**src/rtl/core/bpl_pkg.sv**
```systemverilog
// bpl_pkg: shared types and constants of the bitmap to position list decoder
// used by bpl_lead, bpl_out and bitmap_to_position_list; depends on nothing
`timescale 1ns / 1ps

package bpl_pkg;

    // word counter width and its limit
    localparam int CNT_W = 28;
    localparam logic [CNT_W-1:0] COUNT_MAX = {CNT_W{1'b1}};

    // position and register port widths
    localparam int POS_W = 32;
    localparam int CFG_IDX_W = 2;

    // register indexes
    localparam logic [CFG_IDX_W-1:0] REG_START_POS = 2'd0;
    localparam logic [CFG_IDX_W-1:0] REG_END_POS   = 2'd1;

    // one emitted result
    typedef struct packed {
        logic [POS_W-1:0] position;
        logic             last_in_word;
        logic             range_done;
    } result_t;

    // status of the leading-one search
    typedef struct packed {
        logic any;   // at least one bit set
        logic last;  // the found bit is the only one set
    } lead_stat_t;

endpackage

```
**src/rtl/core/bpl_lead.sv**
```systemverilog
// bpl_lead: shared leading-one unit, finds the lowest-offset set bit of a word
// depends on bpl_pkg
`timescale 1ns / 1ps

module bpl_lead #(
    parameter int WORD_BITS = 32
) (
    input  logic [WORD_BITS-1:0]         word,
    output logic [$clog2(WORD_BITS)-1:0] offset,
    output logic [WORD_BITS-1:0]         rest,
    output bpl_pkg::lead_stat_t          stat
);
    import bpl_pkg::*;

    localparam int OFF_W = $clog2(WORD_BITS);

    logic [OFF_W-1:0] lead_bit;

    // highest set bit wins, that is the lowest offset
    always_comb
    begin
        lead_bit = '0;
        for (int b = 0; b < WORD_BITS; b++)
        begin
            if (word[b])
            begin
                lead_bit = OFF_W'(b);
            end
        end
    end

    // offset from the top, word with that bit cleared
    always_comb
    begin
        offset = OFF_W'(WORD_BITS - 1) - lead_bit;
        rest   = word;
        rest[lead_bit] = 1'b0;
        stat.any  = |word;
        stat.last = (rest == '0);
    end

endmodule

```
**src/rtl/core/bpl_out.sv**
```systemverilog
// bpl_out: output register that holds one result until the receiver takes it
// depends on bpl_pkg
`timescale 1ns / 1ps

module bpl_out (
    input  logic             clk,
    input  logic             rst_n,
    input  logic             load,
    input  bpl_pkg::result_t result,
    output logic             space,
    output logic             out_valid,
    input  logic             out_stall,
    output logic [31:0]      position,
    output logic             last_in_word,
    output logic             range_done
);
    import bpl_pkg::*;

    logic    valid_reg;
    logic    valid_next;
    result_t data_reg;

    // room for a new result when empty or when the held one leaves now
    assign space = !valid_reg || !out_stall;

    always_comb
    begin
        valid_next = valid_reg;
        if (load)
        begin
            valid_next = 1'b1;
        end
        else if (!out_stall)
        begin
            valid_next = 1'b0;
        end
    end

    always_ff @(posedge clk or negedge rst_n)
    begin
        if (!rst_n)
        begin
            valid_reg <= 1'b0;
        end
        else
        begin
            valid_reg <= valid_next;
        end
    end

    // payload, no reset needed
    always_ff @(posedge clk)
    begin
        if (load)
        begin
            data_reg <= result;
        end
    end

    assign out_valid    = valid_reg;
    assign position     = data_reg.position;
    assign last_in_word = data_reg.last_in_word;
    assign range_done   = data_reg.range_done;

endmodule

```
**src/rtl/core/bitmap_to_position_list.sv**
```systemverilog
// bitmap_to_position_list: top level, sequencer, word counter and registers
// depends on bpl_pkg, bpl_lead and bpl_out
`timescale 1ns / 1ps

// Usage:
//   Input channel (in_valid / in_stall) carries one bitmap word per transaction
//   plus first_word, which restarts the word counter with that word. Output
//   channel (out_valid / out_stall) carries one position per transaction, in
//   order of rising offset, with last_in_word and range_done marks.
//   Configuration port (cfg_valid / cfg_ready, cfg_index, cfg_data) writes
//   start_pos (index 0) and end_pos (index 1); cfg_ready is always high.
// Timing:
//   a word is taken in idle, then passes a range check state and a masking
//   state, then the leading-one unit finds one set bit per cycle while the
//   output has room; in_stall stays high meanwhile. Words past the range
//   are dropped without leaving idle. The first position of a word passes
//   the check, mask and scan states and then the output register.
// Stall: a stalled output holds its result and the scan waits for room.
// Reset: clears the counter, the finished flag and both registers to zero.

module bitmap_to_position_list #(
    parameter int WORD_BITS = 32
) (
    input  logic                               clk,
    input  logic                               rst_n,
    input  logic                               in_valid,
    output logic                               in_stall,
    input  logic [31:0]                        bitmap_word,
    input  logic                               first_word,
    output logic                               out_valid,
    input  logic                               out_stall,
    output logic [31:0]                        position,
    output logic                               last_in_word,
    output logic                               range_done,
    input  logic                               cfg_valid,
    output logic                               cfg_ready,
    input  logic [bpl_pkg::CFG_IDX_W-1:0]      cfg_index,
    input  logic [31:0]                        cfg_data
);
    import bpl_pkg::*;

    localparam int OFF_W  = $clog2(WORD_BITS);
    localparam int BASE_W = CNT_W + 1 + $clog2(WORD_BITS);

    // sequencer states
    localparam logic [1:0] ST_IDLE  = 2'd0;
    localparam logic [1:0] ST_CHECK = 2'd1;
    localparam logic [1:0] ST_MASK  = 2'd2;
    localparam logic [1:0] ST_SCAN  = 2'd3;

    logic [1:0]           state_reg, state_next;
    logic [CNT_W-1:0]     count_reg, count_next;
    logic [BASE_W-1:0]    base_reg, base_next;
    logic                 finished_reg, finished_next;
    logic                 final_reg, final_next;
    logic [WORD_BITS-1:0] word_reg, word_next;
    logic [OFF_W-1:0]     diff_reg;
    logic                 past_reg;
    logic [POS_W-1:0]     wpos_reg;
    logic [POS_W-1:0]     start_pos_reg;
    logic [POS_W-1:0]     end_pos_reg;
    logic [POS_W-1:0]     span_reg;

    logic                 in_take;
    logic [BASE_W-1:0]    span_ext;
    logic [BASE_W-1:0]    base_top;
    logic [WORD_BITS-1:0] keep_mask;
    logic [OFF_W-1:0]     lead_off;
    logic [WORD_BITS-1:0] lead_rest;
    lead_stat_t           lead_stat;
    logic                 out_space;
    logic                 out_load;
    result_t              out_result;

    assign in_stall  = (state_reg != ST_IDLE);
    assign in_take   = in_valid && !in_stall;
    assign cfg_ready = 1'b1;

    // configuration registers and the range span
    always_ff @(posedge clk or negedge rst_n)
    begin
        if (!rst_n)
        begin
            start_pos_reg <= '0;
            end_pos_reg   <= '0;
            span_reg      <= '0;
        end
        else
        begin
            if (cfg_valid && cfg_ready && cfg_index == REG_START_POS)
            begin
                start_pos_reg <= cfg_data;
            end
            if (cfg_valid && cfg_ready && cfg_index == REG_END_POS)
            begin
                end_pos_reg <= cfg_data;
            end
            span_reg <= end_pos_reg - start_pos_reg;
        end
    end

    // shared leading-one unit
    bpl_lead #(
        .WORD_BITS(WORD_BITS)
    ) u_lead (
        .word   (word_reg),
        .offset (lead_off),
        .rest   (lead_rest),
        .stat   (lead_stat)
    );

    // range check: final word when (index + 1) * WORD_BITS passes the span
    assign span_ext = BASE_W'(span_reg);
    assign base_top = base_reg + BASE_W'(WORD_BITS);

    // keep only offsets up to the span in the final word, none when the word
    // starts beyond the span
    always_comb
    begin
        for (int b = 0; b < WORD_BITS; b++)
        begin
            keep_mask[b] = !past_reg && (OFF_W'(WORD_BITS - 1 - b) <= diff_reg);
        end
    end

    // result of the current scan step
    always_comb
    begin
        out_result.position     = wpos_reg + POS_W'(lead_off);
        out_result.last_in_word = lead_stat.last;
        out_result.range_done   = lead_stat.last && final_reg;
    end

    assign out_load = (state_reg == ST_SCAN) && lead_stat.any && out_space;

    // sequencer
    always_comb
    begin
        state_next    = state_reg;
        count_next    = count_reg;
        base_next     = base_reg;
        finished_next = finished_reg;
        final_next    = final_reg;
        word_next     = word_reg;
        case (state_reg)
            ST_IDLE:
            begin
                if (in_take)
                begin
                    word_next = WORD_BITS'(bitmap_word);
                    if (first_word)
                    begin
                        count_next    = '0;
                        base_next     = '0;
                        finished_next = 1'b0;
                    end
                    if (first_word || !finished_reg)
                    begin
                        state_next = ST_CHECK;
                    end
                end
            end
            ST_CHECK:
            begin
                final_next = (base_top > span_ext);
                state_next = ST_MASK;
            end
            ST_MASK:
            begin
                if (final_reg)
                begin
                    word_next     = word_reg & keep_mask;
                    finished_next = 1'b1;
                end
                else if (count_reg == COUNT_MAX)
                begin
                    finished_next = 1'b1;
                end
                else
                begin
                    count_next = count_reg + CNT_W'(1);
                    base_next  = base_top;
                end
                state_next = ST_SCAN;
            end
            ST_SCAN:
            begin
                if (!lead_stat.any)
                begin
                    state_next = ST_IDLE;
                end
                else if (out_space)
                begin
                    word_next = lead_rest;
                    if (lead_stat.last)
                    begin
                        state_next = ST_IDLE;
                    end
                end
            end
            default:
            begin
                state_next = ST_IDLE;
            end
        endcase
    end

    // control state
    always_ff @(posedge clk or negedge rst_n)
    begin
        if (!rst_n)
        begin
            state_reg    <= ST_IDLE;
            count_reg    <= '0;
            base_reg     <= '0;
            finished_reg <= 1'b0;
            final_reg    <= 1'b0;
        end
        else
        begin
            state_reg    <= state_next;
            count_reg    <= count_next;
            base_reg     <= base_next;
            finished_reg <= finished_next;
            final_reg    <= final_next;
        end
    end

    // word, in-word limit and word start position
    always_ff @(posedge clk)
    begin
        word_reg <= word_next;
        if (state_reg == ST_CHECK)
        begin
            diff_reg <= OFF_W'(span_ext - base_reg);
            past_reg <= (base_reg > span_ext);
            wpos_reg <= start_pos_reg + POS_W'(base_reg);
        end
    end

    // output register
    bpl_out u_out (
        .clk          (clk),
        .rst_n        (rst_n),
        .load         (out_load),
        .result       (out_result),
        .space        (out_space),
        .out_valid    (out_valid),
        .out_stall    (out_stall),
        .position     (position),
        .last_in_word (last_in_word),
        .range_done   (range_done)
    );

    // range_done only rides on the last position of a word
    assert property (@(posedge clk) disable iff (!rst_n)
        out_valid && range_done |-> last_in_word)
        else $error("range_done without last_in_word");

    // a word after the range without restart is dropped at once
    assert property (@(posedge clk) disable iff (!rst_n)
        in_take && finished_reg && !first_word |=> state_reg == ST_IDLE)
        else $error("word past the range was scanned");

    // base tracks the word counter
    assert property (@(posedge clk) disable iff (!rst_n)
        state_reg == ST_CHECK |-> base_reg == BASE_W'(count_reg) * BASE_W'(WORD_BITS))
        else $error("base out of step with word counter");

    // a word that starts beyond the span is always the final one
    assert property (@(posedge clk) disable iff (!rst_n)
        state_reg == ST_MASK && base_reg > span_ext |-> final_reg)
        else $error("word past the span not treated as final");

endmodule

```
**config.mk**
```make
export PLATFORM = sky130hd
export DESIGN_NAME = bitmap_to_position_list
export DESIGN_NICKNAME = d
export VERILOG_FILES = /design/src/rtl/core/bpl_pkg.sv /design/src/rtl/core/bpl_lead.sv /design/src/rtl/core/bpl_out.sv /design/src/rtl/core/bitmap_to_position_list.sv
export SDC_FILE = /design/constraint.sdc
export NUM_CORES = 1
export LEC_CHECK = 0
export ABC_CLOCK_PERIOD_IN_PS = 8700
export BUFFER_PORTS_ARGS = -buffer_cell sky130_fd_sc_hd__buf_2
export CAP_MARGIN = 20
export CORE_MARGIN = 2
export CORE_UTILIZATION = 40
export CTS_BUF_LIST = sky130_fd_sc_hd__clkbuf_4
export DETAILED_ROUTE_END_ITERATION = 8
export GPL_ROUTABILITY_DRIVEN = 0
export SYNTH_ARGS = -nofsm -noshare
export SYNTH_HDL_FRONTEND = slang
export SYNTH_SLANG_ARGS = --single-unit
```
**constraint.sdc**
```tcl
create_clock -name clk -period 8.7 [get_ports clk]
set_clock_uncertainty 0.05 [all_clocks]
set_input_delay 0 -clock clk [delete_from_list [all_inputs] [get_ports clk]]
set_output_delay 0 -clock clk [all_outputs]
set_load 0.05 [all_outputs]
```
==> results.py, run 1 <==
metrics = {
    "detailed_routing": {
        "drtIter0Drc": 978,
        "via_per_inst": 5.33,
        "wl_per_cell_um": 16.9,
        "num_vias": 13200,
        "drc_errors": 0,
        "wl_um": 42000,
        "drt.antenna.violating_nets": 0,
        "dr.pass1.iters": 6,
    },
    "min_path": {
        "min_to": "word_reg[17]",
        "holdCritStartpoint": "bitmap_word[17]",
        "min_path_type": "in2reg",
        "worstHoldPathCells": 3,
    },
    "timing": {
        "fin_crit_ns": 4.46,
        "drv_slew": 0,
        "setup_viol": 0,
        "finalHoldViolCount": 0,
        "max_slew_margin": 0.330,
        "min_period_over_period": 0.513,
        "worst_pin_slew_ns": 1.01,
        "hold_ws_ns": 0.0763,
        "max_freq_mhz": 224,
        "final.setup.tns_ns": 0,
        "rsz0062_at_grt": "false",
    },
    "synthesis": {
        "synth-seq-cells": 262,
        "netlist_area_um2": 15800,
        "synth_top_area_frac": 0.250,
        "synth.most_common_cell": "dfrtp_1",
        "synth-edff-count": 104,
        "synth_ff_type": "dfrtp_1",
        "ys_top_cells_by_area": "dfrtp_1, edfxtp_1, ha_1, xnor2_1, o21ai_0",
        "yosys-top-cells-count": "dfrtp_1, nor2_1, ha_1, nand2_1, o21ai_0",
        "async_reset_ff_frac": 0.603,
        "yosys.area.top_type": "dfrtp_1",
        "syn_inst": 1582,
        "yosys_warnings": 0,
        "avgSynthCellArea_um2": 9.99,
        "ys_seq_area_frac": 0.448,
        "synth.distinct_cells": 81,
    },
    "clock_network": {
        "cts_tree": "done",
        "clk_path_buf_depth": 3,
        "cts_buffers": 76,
        "root_buffer": "clkbuf_4",
        "cts_sinks": 262,
        "insertion_delay_ns": 0.73,
        "htree_num_levels": 3,
        "path_clk_slew_ns": 0.07,
        "postCtsResizedCells": 0,
    },
    "critical_path": {
        "rr_startpoint": "word_reg[19]",
        "cp.arrival_ns": 4.87,
        "slowest_delay_ns": 0.50,
        "critPathKind": "reg2reg",
        "crit_chain": "nor3_1 -> o21ai_0 -> o311a_1 -> nor4_4 -> nor3_1 -> nor2_1 -> ha_1 -> inv_1 -> fa_1 -> inv_1 -> a21oi_1 -> o21bai_1 -> a21o_1 -> nand2b_1 -> or3_1 -> nor2_1 -> and3_1 -> xor2_1",
        "worstPathRequired_ns": 9.11,
        "crit_path_start_kind": "flop",
        "r2r_end": "u_out.position[30]",
        "r2r_cells": 18,
        "critPathCaptureType": "flop",
        "cp-startpoint": "word_reg[19]",
        "path_max_fanout": 7,
        "crit_slowest_cell": "edfxtp_1",
        "r2r_slack_ns": 4.24,
    },
    "final_layout": {
        "layout-drive-gt1-share": 0.160,
        "final_nets": 2100,
        "syn_to_final_growth_pct": 24.2,
        "finalNonFillerCells": 2482,
        "fin_area_um2": 19600,
    },
    "die": {
        "dieArea_um2": 41100,
        "initial_core_util": 0.407,
        "num_rows": 72,
        "fp.dieH_um": 203,
        "io_pins": 109,
        "core_area_um2": 38800,
        "die_width_um": 203,
    },
    "placement": {
        "dp_hpwl_um": 29700,
        "dpl_cell_area_um2": 16900,
        "portBuffers": 107,
        "place_inst": 2169,
    },
    "global_routing": {
        "track_usage": 0.207,
        "grt_pass1_wl_um": 68400,
        "overflow": 0,
        "grt_pass1_vias": 13200,
        "grt_max_degree": 94,
        "grt_antenna_before_repair": 1,
    },
    "power_and_ir_drop": {
        "ir_drop_v": 0.000159,
        "power_density_nw_per_um2": 281,
        "power.leakage_uw": 0.00867,
    },
    "run": {
        "maxCapViolations": 0,
    },
    "status": {
        "status": "completed",
    },
}
-- final cells by class --
type                    count  area (µm²)
repair buffers            289        2360
clock buffers             116         871
diodes                      1        2.50
multi-input cells        1173        8180
fillers                  3588       19200
inverters                  99         373
well taps                 518         648
flip-flops and latches    262        7080
clock inverters            24         124
-- what timing repair did --
action / CTS / global route
endpoints found under the hold margin: 274 / 1
hold buffers: 171 / 1
buffers inserted: 0 / 0
-- cells in the final DEF, fill, tap and decap left out, types with 27 or more instances in the layout --
cell type	Yosys	layout
dlygate4sd3_1	0	171
nor2_1	129	128
xor2_1	45	45
buf_2	1	106
a21oi_1	71	69
nor3_1	34	34
nand3_1	46	46
ha_1	125	124
a21o_1	35	35
nand4_1	27	27
mux2_2	34	34
clkbuf_4	0	116
a22o_1	30	30
nand2_1	125	125
xnor2_1	83	83
dfrtp_1	158	158
o21ai_0	123	123
edfxtp_1	104	104
inv_1	96	96
-- metrics by stage --
stage	total power (µW)	setup WS [ns]	utilization
floorplan	3600	1.99	-
global placement	4220	4.28	0.435
detailed placement	4240	4.21	0.435
CTS	5550	4.18	0.505
global route	5910	3.75	0.506
finish	5520	4.24	0.506
-- worst max-delay path, delay by kind of cell (launching register included) --
family	cells	cell delay [ns]
buf+inv	2	0.12
xor+xnor	1	0.07
compound gates	5	0.81
simple gates	8	2.06
flops	1	0.50
fa+ha+maj	2	0.57
-- routing by layer --
metal | share of wire | GRT usage | wire length [µm] | up-vias
li1 | - | - | - | 6413
met1 | 0.44 | 0.272 | 18300 | 6269
met2 | 0.47 | 0.339 | 19600 | 439
met3 | 0.064 | 0.0396 | 2710 | 107
met4 | 0.032 | 0.0829 | 1360 | 0
met5 | 0 | 0 | 0 | -
-- logic make-up (layout without fill, tap and decap cells) --
| logic type | count (synthesis) | in the layout | synth area share |
|---|---|---|---|
| AOI/OAI and AO/OA | 389 | 389 | 0.160 |
| xor gates and xnor gates | 128 | 128 | 0.0710 |
| adders and majority gates | 127 | 127 | 0.102 |
| buffers and inverters | 148 | 528 | 0.0367 |
| DFF | 262 | 262 | 0.448 |
| muxes | 37 | 37 | 0.0265 |
| other | 2 | 4 | 0.000475 |
| and+or+nand+nor | 489 | 489 | 0.156 |
-- how the worst max path moves through the flow --
stage | endpoint
detailed placement | u_out.position[24]
CTS | u_out.position[30]
global route | u_out.position[28]
floorplan | word_reg[0]
global placement | u_out.position[24]
finish | u_out.position[30]
-- power by group --
part           internal (µW)  switching, µW
clock network            641            558
registers               1780            332
logic                    806           1410
total                   3220           2300
Power figures use the tool's default switching activity.
==> run 2: changes to the inputs <==
ABC_AREA = 1   (was not set)
ABC_CLOCK_PERIOD_IN_PS = 3650   (was 8700)
clock period = 3.65 ns   (was 8.7 ns; I/O delays follow)
==> run 2 against run 1 <==
  * The flow now finishes with violations (setup timing)
  * Via count grew 8.0%
  * Fmax is 4.5% lower
  * Die area is 0.40% lower
  * Routed wire length grew 1.8%
  * Cell count grew 17%
  * Sequential power is 120% higher
  * Flip-flop and latch count unchanged
  * Register-to-register slack worse by 5.3 ns
  * Highest routed layer unchanged
  * Synthesized cell count grew 15%
  * Combinational power increased to 2.9 times the previous value
  * Cell area is 9.7% higher
  * Global-route usage down 0.12 points
==> results.py, run 2 <==
metrics = {
    "status": {
        "status": "finished, violations left",
        "violations": "setup timing",
    },
    "final_layout": {
        "final_common_cell": "nand2_1",
        "final_cell_mix": "nand2_1, inv_1, buf_4",
        "final_nets": 2527,
        "finalNonFillerCells": 2913,
        "syn_to_final_growth_pct": 36.8,
        "final_util": 0.556,
        "layout-drive-gt1-share": 0.265,
    },
    "placement": {
        "portBuffers": 107,
        "dp_hpwl_um": 29600,
        "place_inst": 2588,
    },
    "timing": {
        "worst_pin_slew_ns": 1.06,
        "rsz0062_at_grt": "true",
        "min_period_over_period": 1.28,
        "max_freq_mhz": 214,
        "max_slew_margin": 0.292,
        "finalHoldViolCount": 0,
        "drv_slew": 0,
        "setup_viol": 30,
        "fin_crit_ns": 4.67,
        "setup_slack_ns": -1.02,
    },
    "power_and_ir_drop": {
        "p_sw_frac": 0.415,
        "power_frac_comb": 0.459,
        "switchingPower_uw": 5790,
        "power_density_nw_per_um2": 648,
        "internal_power_uw": 8150,
        "finalPower_uw": 13900,
        "p_seq_frac": 0.336,
        "power.leakage_uw": 0.0104,
        "clkPwrFrac": 0.205,
        "ir_drop_v": 0.000299,
    },
    "clock_network": {
        "insertion_delay_ns": 0.75,
        "cts_tree": "done",
        "path_clk_slew_ns": 0.07,
        "clk_path_buf_depth": 3,
        "root_buffer": "clkbuf_4",
        "htree_num_levels": 3,
        "cts_sinks": 262,
        "cts_buffers": 78,
    },
    "die": {
        "io_pins": 109,
        "core_area_um2": 38700,
        "fp.dieH_um": 202,
        "die_width_um": 202,
        "num_rows": 72,
        "initial_core_util": 0.406,
        "dieArea_um2": 40900,
    },
    "min_path": {
        "min_path_type": "in2reg",
    },
    "critical_path": {
        "slowest_delay_ns": 0.38,
        "critPathKind": "reg2reg",
        "crit_top_cell": "nand2_1",
        "worstPathRequired_ns": 4.06,
        "critical-path-top-delay-family": "simple AND/OR/NAND/NOR gates",
        "crit_path_start_kind": "flop",
        "cp.arrival_ns": 5.08,
        "critPathCaptureType": "flop",
        "crit_slowest_cell": "edfxtp_1",
        "path_max_fanout": 2,
        "cp_num_buf_inv": 14,
    },
    "detailed_routing": {
        "drtIter0Drc": 821,
        "num_vias": 14300,
        "via_per_inst": 4.90,
        "wl_per_cell_um": 14.7,
        "drc_errors": 0,
        "wl_um": 42800,
        "drt.antenna.violating_nets": 0,
        "dr.pass1.iters": 5,
    },
    "synthesis": {
        "synth_top_area_frac": 0.251,
        "ys_seq_area_frac": 0.450,
        "ys_top_cells_by_area": "dfrtp_1, edfxtp_1, ha_1, nand2_1, inv_1",
        "async_reset_ff_frac": 0.603,
        "synth.distinct_cells": 61,
        "yosys.area.top_type": "dfrtp_1",
        "synth-edff-count": 104,
        "yosys_warnings": 0,
        "avgSynthCellArea_um2": 8.62,
        "synth-seq-cells": 262,
        "yosys-top-cells-count": "nand2_1, inv_1, dfrtp_1",
        "synth_ff_type": "dfrtp_1",
        "synth.most_common_cell": "nand2_1",
        "netlist_area_um2": 15700,
        "syn_inst": 1826,
    },
    "global_routing": {
        "track_usage": 0.206,
        "grt_max_degree": 87,
        "grt_pass1_wl_um": 68500,
        "grt_pass1_vias": 14300,
        "grt_antenna_before_repair": 2,
        "overflow": 0,
    },
    "run": {
        "maxCapViolations": 0,
    },
}
==> run 2: cell types whose count changed after synthesis, sizes merged, moves of 25 or more <==
cell,previous run,this run
xor2,45,76
o211ai,9,34
inv,98,285
nand3,48,88
a21oi,72,106
nand2,125,375
a21o,35,7
a22o,30,0
xnor2,83,27
mux2,35,0
==> run 2: final timing paths <==
path,from,endpoint,slack [ns],depth (start not counted)
max,word_reg[2],u_out.position[8],-1.02,53
min,cfg_data[13],start_pos_reg[13],0.05,4
max reg2reg,word_reg[2],u_out.position[8],-1.02,53
min reg2reg,span_reg[0],diff_reg[0],0.40,0
max in group asynchronous,rst_n,span_reg[18],2.75,4
min in group asynchronous,rst_n,count_reg[19],0.35,4
==> run 2: timing repair <==
action	in CTS	in global routing
endpoints found under the hold margin	294	13
setup endpoints to repair	34	62
gates resized for setup	49	100
pin swaps	37	64
hold buffers	102	3
buffers inserted	44	33
==> run 2: metal layers <==
layer / GRT usage / vias to the layer above / share of wire
met5: 0 / - / 0
met4: 0.0834 / 0 / 0.030
met3: 0.0368 / 94 / 0.046
met2: 0.338 / 336 / 0.47
met1: 0.270 / 6660 / 0.45
li1: - / 7194 / -
==> run 2: final cells by class <==
cell class	count	area (µm²)
antenna	3	7.51
clock buffer	118	886
clock inverter	26	133
fill	3535	17200
inverter	287	1080
multi-input combinational	1239	8150
sequential	262	7080
tap	518	648
timing repair buffer	460	3540
==> run 2: power groups by stage <==
stage | clock network (µW) | registers (µW) | logic [µW]
detailed placement | 0 | 4700 | 5840
floorplan | 0 | 5030 | 3300
global placement | 0 | 4690 | 5740
finish | 2860 | 4680 | 6400
CTS | 2960 | 4670 | 6050
global route | 3130 | 4780 | 7010
==> run 2: per-stage QoR <==
stage / hold slack, ns / instance area [µm²] / setup slack, ns / TNS [ns]
2_1_floorplan: -0.346 / 15800 / -1.04 / -10.18
5_1_grt: 0.00956 / 21500 / -1.49 / -30.85
4_1_cts: 0.000471 / 20800 / -1.01 / -18.41
6_report: 0.0519 / 21500 / -1.02 / -17.43
3_3_place_gp: 0.111 / 18200 / -1.27 / -16.97
3_5_place_dp: 0.107 / 18200 / -1.30 / -18.41
==> run 2: cells by family after synthesis <==
logic type | synth area share
other | 0.000477
DFF | 0.450
AOI/OAI and AO/OA | 0.127
buffers and inverters | 0.0783
and+or+nand+nor | 0.185
adders and majority gates | 0.102
xor gates and xnor gates | 0.0573
==> run 2: worst min-delay path, cell delays in order <==
cell and delay [ns]:
dlygate4sd3_1 0.52, buf_2 0.09, inv_1 0.04, o21ai_0 0.14
==> run 3: changes to the inputs <==
PLACE_DENSITY = 0.7   (was not set)
RECOVER_POWER = 25   (was not set)
REMOVE_ABC_BUFFERS = 1   (was not set)
==> run 3 against run 2 <==
  * The run ends with capacitance limit, slew limit, setup timing left
  * Clock power decreased by 7.7%
  * First-iteration DRC count increased by 15%
  * Register-to-register slack got worse by 0.11 ns
  * Die area unchanged
  * Cell count decreased by 1.2%
  * Non-clock buffer count decreased by 18
  * Hold slack improved by 0.012 ns
  * Total power decreased by 0.75%
  * Critical endpoint is now u_out.position[10]
  * Via count increased by 3.5%
  * Largest cell class unchanged
  * Sequential power increased by 1%
  * Clock-buffer cell count decreased by 10
==> results.py, run 3 (synthesized netlist as in run 2, its figures left out) <==
metrics = {
    "global_routing": {
        "grt_pass1_vias": 14700,
        "track_usage": 0.213,
        "grt_antenna_before_repair": 1,
        "grt_pass1_wl_um": 71100,
        "grt_max_degree": 93,
        "overflow": 0,
    },
    "timing": {
        "final.setup.tns_ns": -19.81,
        "worst_pin_slew_ns": 2.59,
        "min_period_over_period": 1.31,
        "rsz0062_at_grt": "true",
        "max_freq_mhz": 209,
        "max_slew_margin": -0.723,
        "finalHoldViolCount": 0,
        "setup_slack_ns": -1.13,
        "drv_slew": 226,
        "fin_crit_ns": 4.78,
        "setup_viol": 28,
    },
    "clock_network": {
        "clk_path_buf_depth": 3,
        "cts_buffers": 73,
        "root_buffer": "clkbuf_4",
        "cts_tree": "done",
        "htree_num_levels": 3,
        "path_clk_slew_ns": 0.07,
        "insertion_delay_ns": 0.73,
        "cts_sinks": 262,
    },
    "die": {
        "die_width_um": 202,
        "num_rows": 72,
        "core_area_um2": 38700,
        "fp.dieH_um": 202,
        "initial_core_util": 0.406,
        "io_pins": 109,
        "dieArea_um2": 40900,
    },
    "placement": {
        "dp_hpwl_um": 30900,
        "place_inst": 2589,
        "portBuffers": 107,
    },
    "critical_path": {
        "cp.arrival_ns": 5.22,
        "path_max_fanout": 2,
        "worstPathRequired_ns": 4.08,
        "r2r_slack_ns": -1.13,
        "critPathKind": "reg2reg",
        "crit_path_start_kind": "flop",
        "critPathCaptureType": "flop",
        "slowest_delay_ns": 0.39,
        "crit_top_cell": "nand2_1",
        "critical-path-top-delay-family": "simple AND/OR/NAND/NOR gates",
        "crit_slowest_cell": "edfxtp_1",
        "cp_num_buf_inv": 11,
    },
    "detailed_routing": {
        "drc_errors": 0,
        "num_vias": 14800,
        "drt.antenna.violating_nets": 0,
        "via_per_inst": 5.14,
        "drtIter0Drc": 942,
        "wl_um": 44700,
        "wl_per_cell_um": 15.5,
        "dr.pass1.iters": 5,
    },
    "power_and_ir_drop": {
        "power.leakage_uw": 0.0102,
        "ir_drop_v": 0.000377,
        "power_density_nw_per_um2": 649,
    },
    "min_path": {
        "min_path_type": "in2reg",
    },
    "final_layout": {
        "layout-drive-gt1-share": 0.269,
        "finalNonFillerCells": 2877,
        "final_cell_mix": "nand2_1, inv_1, buf_4",
        "nFillCells": 3370,
        "final_nets": 2504,
        "syn_to_final_growth_pct": 35.5,
        "final_common_cell": "nand2_1",
    },
    "status": {
        "status": "finished, violations left",
        "violations": "capacitance limit, slew limit, setup timing",
    },
    "run": {
        "maxCapViolations": 4,
    },
}
## run 3: cell types whose count changed in the layout (fill, tap and decap cells not counted), sizes merged
| cell | before | now |
|---|---|---|
| inv | 286 | 288 |
| bufinv | 1 | 0 |
| clkinvlp | 1 | 2 |
| clkinv | 25 | 17 |
| buf | 357 | 346 |
| diode | 3 | 1 |
| clkbuf | 118 | 116 |
| dlygate4sd3 | 103 | 88 |
## run 3: final cells by class
cell class	instances	area, µm²	share of cell area
clock buffers	108	811	0.0380
flip-flops and latches	262	7080	0.332
diodes	1	2.50	0.000117
inverters	287	1090	0.0510
repair buffers	442	3360	0.158
well taps	518	648	0.0304
multi-input cells	1239	8250	0.387
clock inverters	20	85.1	0.00399
## run 3: worst reg2reg max path, delay by kind of cell, from the launching register on
kind	cells	cell delay, ns
buf+inv	11	1.07
simple gates	35	2.28
compound gates	1	0.15
xor+xnor	1	0.15
flops	1	0.39
fa+ha+maj	2	0.46
## run 3: path summary, 6_finish.rpt
kind                            depth (start not counted)                  to         start
worst max-delay path                                   50  u_out.position[10]   word_reg[3]
worst min-delay path                                    4     end_pos_reg[19]  cfg_data[19]
worst max register to register                         50  u_out.position[10]   word_reg[3]
worst min register to register                          0         diff_reg[0]   span_reg[0]
max in group asynchronous                               4      end_pos_reg[9]         rst_n
min in group asynchronous                               4        count_reg[2]         rst_n
## run 3: where the power goes
group / internal [µW] / switching (µW) / leakage, µW
Sequential: 4190 / 553 / 0.00303
Clock: 1350 / 1290 / 0.000538
Combinational: 2400 / 4060 / 0.00664
## run 3: what timing repair did
action / in CTS / in global routing
hold endpoints to repair: 231 / 0
hold buffers: 90 / 0
gates cloned: 0 / 0
endpoints found under the setup margin: 34 / 62
gates resized for setup: 86 / 127
setup buffers: 49 / 34
pin swaps: 35 / 76
## run 3: metal layers
metal	vias to the layer above	routed length, µm	global-route usage
li1	7134	-	-
met1	6974	18500	0.263
met2	567	21700	0.360
met3	112	2980	0.0403
met4	0	1560	0.103
met5	-	0	0
## run 3: per-stage QoR
step / hold slack [ns] / instance area, µm² / setup slack (ns) / util / power (µW)
6_report: 0.0639 / 21300 / -1.13 / 0.550 / 13800
5_1_grt: 0.0316 / 21300 / -1.51 / 0.550 / 14800
4_1_cts: 0.00183 / 20600 / -1.14 / 0.532 / 13400
3_5_place_dp: 0.108 / 18100 / -1.50 / 0.468 / 10500
3_3_place_gp: 0.102 / 18100 / -1.32 / 0.468 / 10300
2_1_floorplan: -0.346 / 15600 / -1.55 / - / 8170
